### src/hw/rtl/assert_macros.svh
// Assertion macros used by the RTL top level of the mosaic block.
`ifndef ASSERT_MACROS_SVH
`define ASSERT_MACROS_SVH

// Same-cycle implication, checked at each rising clock edge outside reset.
`define ASSERT_IMPLIES(label, clk, rst, ante, cons, msg) \
   label: assert property (@(posedge clk) disable iff (rst) (ante) |-> (cons)) \
      else $error(msg);

// Next-cycle implication, checked at each rising clock edge outside reset.
`define ASSERT_NEXT(label, clk, rst, ante, cons, msg) \
   label: assert property (@(posedge clk) disable iff (rst) (ante) |=> (cons)) \
      else $error(msg);

`endif

### src/hw/rtl/bam_pkg.sv
// Types, widths and codes shared by the mosaic block modules.
package bam_pkg;

   // Field widths
   localparam int COL_W = 10;
   localparam int PIX_W = 8;
   localparam int CFG_W = 7;
   localparam int SUM_W = 20;
   localparam int CNT_W = 13;
   localparam int FUNC_W = 2;

   // Default sizes
   localparam int MAX_WIDTH_DEF = 1024;
   localparam int MAX_BLOCK_DEF = 64;

   // Reset value of the block size register
   localparam logic [CFG_W-1:0] BLOCK_SIZE_RESET = 7'd8;

   // Operation codes carried in the request tuser
   localparam logic [FUNC_W-1:0] FUNC_ACC   = 2'd0;
   localparam logic [FUNC_W-1:0] FUNC_READ  = 2'd1;
   localparam logic [FUNC_W-1:0] FUNC_CLEAR = 2'd2;

   // One accumulator entry per block column
   typedef struct packed {
      logic [CNT_W-1:0] count;
      logic [SUM_W-1:0] blue;
      logic [SUM_W-1:0] green;
      logic [SUM_W-1:0] red;
   } acc_entry_type;

   // Controller states
   typedef enum logic [2:0] {
      ST_CLEAR,
      ST_IDLE,
      ST_COLDIV,
      ST_READ,
      ST_USE,
      ST_AVG,
      ST_OUT
   } state_type;

   // Commands from the controller to the datapath
   typedef struct packed {
      logic load_item;
      logic clr_init;
      logic clr_wr;
      logic ram_rd;
      logic acc_wr;
      logic avg_start;
      logic rsp_load;
   } cmd_type;

   // Status from the datapath to the controller
   typedef struct packed {
      logic [FUNC_W-1:0] func;
      logic              col_valid;
      logic              col_done;
      logic              avg_done;
      logic              clr_last;
      logic              rsp_free;
   } status_type;

endpackage

### src/hw/rtl/bam_ctrl.sv
// Controller state machine sequencing clear, accumulate and read items.
module bam_ctrl (
   input  logic                        clock,
   input  logic                        reset,
   input  logic                        req_valid,
   input  logic [bam_pkg::FUNC_W-1:0]  req_func,
   output logic                        req_ready,
   input  bam_pkg::status_type         stat,
   output bam_pkg::cmd_type            cmd
);
   import bam_pkg::*;

   state_type state_ff, state_in;

   // Next state
   always_comb begin
      state_in = state_ff;
      unique case (state_ff)
         ST_CLEAR: begin
            if (stat.clr_last) state_in = ST_IDLE;
         end
         ST_IDLE: begin
            if (req_valid) begin
               state_in = (req_func == FUNC_CLEAR) ? ST_CLEAR : ST_COLDIV;
            end
         end
         ST_COLDIV: begin
            if (stat.col_done) begin
               priority if ((stat.func == FUNC_ACC || stat.func == FUNC_READ)
                            && stat.col_valid) begin
                  state_in = ST_READ;
               end else if (stat.func == FUNC_READ) begin
                  state_in = ST_OUT;
               end else begin
                  state_in = ST_IDLE;
               end
            end
         end
         ST_READ: begin
            state_in = ST_USE;
         end
         ST_USE: begin
            state_in = (stat.func == FUNC_READ) ? ST_AVG : ST_IDLE;
         end
         ST_AVG: begin
            if (stat.avg_done) state_in = ST_OUT;
         end
         ST_OUT: begin
            if (stat.rsp_free) state_in = ST_IDLE;
         end
         default: begin
            state_in = ST_IDLE;
         end
      endcase
   end

   always_ff @(posedge clock) begin
      if (reset) begin
         state_ff <= ST_CLEAR;
      end else begin
         state_ff <= state_in;
      end
   end

   // Outputs
   always_comb begin
      req_ready     = (state_ff == ST_IDLE);
      cmd.load_item = (state_ff == ST_IDLE) && req_valid;
      cmd.clr_init  = (state_ff == ST_IDLE) && req_valid && (req_func == FUNC_CLEAR);
      cmd.clr_wr    = (state_ff == ST_CLEAR);
      cmd.ram_rd    = (state_ff == ST_READ);
      cmd.acc_wr    = (state_ff == ST_USE) && (stat.func == FUNC_ACC);
      cmd.avg_start = (state_ff == ST_USE) && (stat.func == FUNC_READ);
      cmd.rsp_load  = (state_ff == ST_OUT) && stat.rsp_free;
   end

endmodule

### config.mk
export PLATFORM = sky130hd
export DESIGN_NAME = bam_ctrl
export DESIGN_NICKNAME = d
export VERILOG_FILES = /design/src/hw/rtl/assert_macros.svh /design/src/hw/rtl/bam_pkg.sv /design/src/hw/rtl/bam_ctrl.sv
export SDC_FILE = /design/constraint.sdc
export NUM_CORES = 1
export LEC_CHECK = 0
export BUFFER_PORTS_ARGS = -buffer_cell sky130_fd_sc_hd__clkbuf_2
export CORE_AREA = 5 5 42 44
export DETAILED_ROUTE_END_ITERATION = 7
export DIE_AREA = 0 0 47 49
export SYNTH_ARGS = -nofsm -noshare
export SYNTH_HDL_FRONTEND = slang
export SYNTH_SLANG_ARGS = --single-unit
### constraint.sdc
create_clock -name clock -period 1.81 [get_ports clock]
set_input_delay 0.0905 -clock clock [delete_from_list [all_inputs] [get_ports clock]]
set_output_delay 0.0905 -clock clock [all_outputs]
set_load 0.01 [all_outputs]
# [After elaboration in Yosys (flattened, before gate mapping)]
# Index checks and enable logic that the tools add are counted.
# W data, S select, Z words.
[totals] wordCells=34 inputBits=12 latch_bits=0 n_memories=0 ram_bits=0 ff_bits=3 mem_bits_ro=0 out_inout_bits=8
[op_classes] n_addsub=0 reduce_logical=10 mux=10 bitwise_logic=0 n_div=0 n_shift=0 n_lt_le_gt_ge=0 n_eq_ne=13 mul=0
[ops] cell="$mux W3" count=8
[ops] cell="$pmux W3 S7" count=1
[ops] cell="$ne A2 B2 Y1 const B" count=5
[ops] cell="$eq A3 B3 Y1 const B" count=3
[ops] cell="$eq A3 B2 Y1 const B" count=2
[ops] cell="$logic_and A1 B1 Y1" count=6
[ops] cell="$reduce_and A5 Y1" count=1
[ops] cell="$eq A3 B1 Y1 const B" count=1
[ops] cell="$logic_not A3 Y1" count=1
[ops] cell="$eq A2 B1 Y1 const B" count=1
[ops] cell="$eq A2 B2 Y1 const B" count=1
[ops] cell="$logic_not A2 Y1" count=1
[ops] cell="$mux W2" count=1
[ops] cell="$logic_or A1 B1 Y1" count=1

# [Depth between registers and ports, before layout]
[logic_depth] ltp_word=6 mapped_depth=5 ltp_nobuf=4

# [Worst setup path before layout]
# Ideal clock, no wire load.
[synth_timing] path_type="register -> output" start="reg state_ff[1]" end="out cmd[5] (netlist bit)" setup_slack_ps=521 t_required_ps=1719 arrival_ps=1199 n_path_buf=1 path_stages_with_launch=6 path_cell_list="dfxtp_1 -> buf_6 -> nand2b_4 -> nor2_1 -> and2_1 -> and3b_1"
[synth_rtl] element="from (decl)" line="bam_ctrl.sv:13" text="state_type state_ff, state_in;"
[synth_rtl] element="from (signal assigned)" line="bam_ctrl.sv:61" text="state_ff <= state_in;"
[synth_rtl] element="to (decl)" line="bam_ctrl.sv:9" text="output bam_pkg::cmd_type cmd"

==> metrics.md <==
| Metric | Value |
|---|---|
| Status | finished clean |
| Nets@finish | 72 |
| Largest buffer count on any clock path | 2 |
| Die width | 47 um |
| Mean Syn Cell Area | 9.14 um^2 |
| Crit. Startpoint | state_ff[1] |
| Site row count | 14 |
| CTS tree | yes |
| Max-capacitance violation count | 0 |
| Reg2reg path depth | 4 |
| Synthesized area | 357 um^2 |
| Pre-Repair DR Iteration Count | 2 |
| Seq cells post-synth | 3 |
| Share of layout cells above drive strength 1 | 54.2% |
| DRC | 0 |
| Grt met3 use | 4.80% |
| Hold EP | state_ff[1] |
| Syn-to-layout area delta | 31.2% |
| Core box area | 0.00140 mm^2 |
| Crit path max fanout | 11 |
| CTS Sinks | 3 |
| Cells after DPL | 71 |
| Commonest cells after routing, fill and taps aside | clkbuf_2, nor2_1, clkbuf_4, dfxtp_1 |
| Port Buffers | 19 |
| Post-CTS Setup Inserts | 0 |
| N_diodes | 0 |
| Max reg flops | 3 |
| Clk slew on worst S/H paths | 0.04 ns |
| CP required | 1.72 ns |
| Largest net degree at the start of global routing | 12 |
| Routed Antenna Nets | 0 |
| Placed Area | 442 um^2 |
| Setup slack after layout | 0.238 ns |
| Routed wire length per instance | 10.4 um |
| Finished Layout Cells | 75 |
| Crit end category | primary output |
| Vias in the first global route | 304 |
| Root Buffer Master | clkbuf_4 |
| RSZ-0062 raised after global routing | false |
| Type of the worst setup path | reg2out |
| Hold Path Class | in2reg |
| Yosys top cell by area | dfxtp_1 |
| Final Core Density | 33.4% |
| Die Y | 49 um |
| Worst R2R End | state_ff[1] |
| Final setup fails | 0 |
| Drt initial violations | 7 |
| Synth top area share | 16.8% |
| Biggest regs | state_ff x3 |
| Power Total | 412 uW |
| Minimum clock period | 1.57 ns |
| Final hold violation count | 0 |
| Synth Instances | 39 |
| Pleak | 0.225 nW |
| Worst clock skew | 0.00503 ns |
| Post-synth cell types | 26 |
| Die Area | 0.00230 mm^2 |
| Hold_ws | 0.0682 ns |
| RR Startpoint | state_ff[1] |
| GPL Wtd Cong | 0.701 |
| Hold depth | 2 |
| Via count | 350 |
| Filler cells | 155 |
| Total Neg Setup Slack | 0 ns |
| Max Clk Rate | 636 MHz |
| Num CTS Buffers | 3 |
| Clock Latency Late Sink | 0.23 ns |
| Synth warnings | 0 |
| Fin. max-slew vios | 0 |
| Cell area power density | 879 mW/mm^2 |
| Number of vias per cell | 4.67 |
| Register area share after synthesis | 16.8% |
| Final HPWL DP | 659 um |
| Most Crowded Layer GR | met2 |
| # IOs | 20 |
| GRT Resource Usage Total | 7.45% |
| Synthesized Nets | 51 |
| DRT Wirelength | 777 um |
| CP Launch Type | register |
| Met1 Use GR | 9.85% |
| Setup WS pre-CTS | 0.330 ns |
| Reg with most FFs | state_ff |
| H-tree depth | 1 |
| Global-route wire length before repair | 1260 um |
| CTS resizes | 0 |
| Worst-margin pin slew | 0.404 ns |
| Cts hold-fix bufs | 0 |
| R2R setup slack | 0.34 ns |
| Worst EP arrival | 1.48 ns |
| Grt total ovfl | 0 |
| Top cells by area, synth | dfxtp_1, buf_6, a211oi_4, nor2_1, and3b_1 |
| Fin crit share | 86.8% |
| Hold_sp | reset |
| Final Cell Area | 468 um^2 |
| Initial antenna violation count | 0 |
| Grt met2 use | 10.2% |
| Max transition margin | 73.0% |
| Initial Utilization | 25.4% |
| VDD IR max | 0.000671 V |
| Most common cell after layout, fill and taps aside | clkbuf_2 |
metal layers:
| layer | part of all wire (%) | vias to the layer above |
|---|---|---|
| met1 | 44 | 154 |
| met3 | 9.5 | 0 |
| met5 | 0 | - |
| li1 | - | 185 |
| met2 | 47 | 11 |
| met4 | 0 | 0 |
cell usage after synthesis, drive strengths merged:
cell,n
nor4bb,1
buf,3
o32ai,1
nor4b,1
a21oi,2
nor3b,2
nor2,5
a211oi,2
a41oi,1
and2,1
mux2,1
or2,1
dfxtp,3
and4b,1
nand2b,1
nor4,1
inv,2
nor3,3
a21o,2
and3b,2
and2b,1
nand2,1
o21ba,1
where the power goes:
| group | switching [mW] | internal, mW |
|---|---|---|
| combinational | 0.0794 | 0.100 |
| sequential | 0.0371 | 0.0791 |
| clock | 0.0330 | 0.0825 |
worst max-delay path by stage:
stage	depth (start not counted)	endpoint
final	5	cmd[5]
after global placement	4	state_ff[1]
after CTS	5	cmd[5]
after detailed placement	4	state_ff[1]
after floorplan	5	cmd[5]
after global routing	5	cmd[5]
layout make-up:
| type | count | area [um^2] | area share, % |
|---|---|---|---|
| Inverter | 2 | 7.51 | 1.60 |
| Sequential cell | 3 | 60.1 | 12.8 |
| Clock buffer | 4 | 26.3 | 5.61 |
| Tap cell | 16 | 20.0 | 4.28 |
| Multi-Input combinational cell | 31 | 259 | 55.3 |
| Timing Repair Buffer | 19 | 95.1 | 20.3 |
critical path: stages, from the launching register on:
cell      delay [ns]
dfxtp_1         0.52
nand2b_4        0.23
nor2_1          0.05
and2_1          0.18
and3b_1         0.15
clkbuf_2        0.12
logic make-up after synthesis:
kind of cell,Yosys count,share of synthesized area (%)
simple gates,21,43.5
compound gates,9,26.0
buf+inv,5,10.5
flops,3,16.8
mux,1,3.16
(Power assumes the default switching activity.)
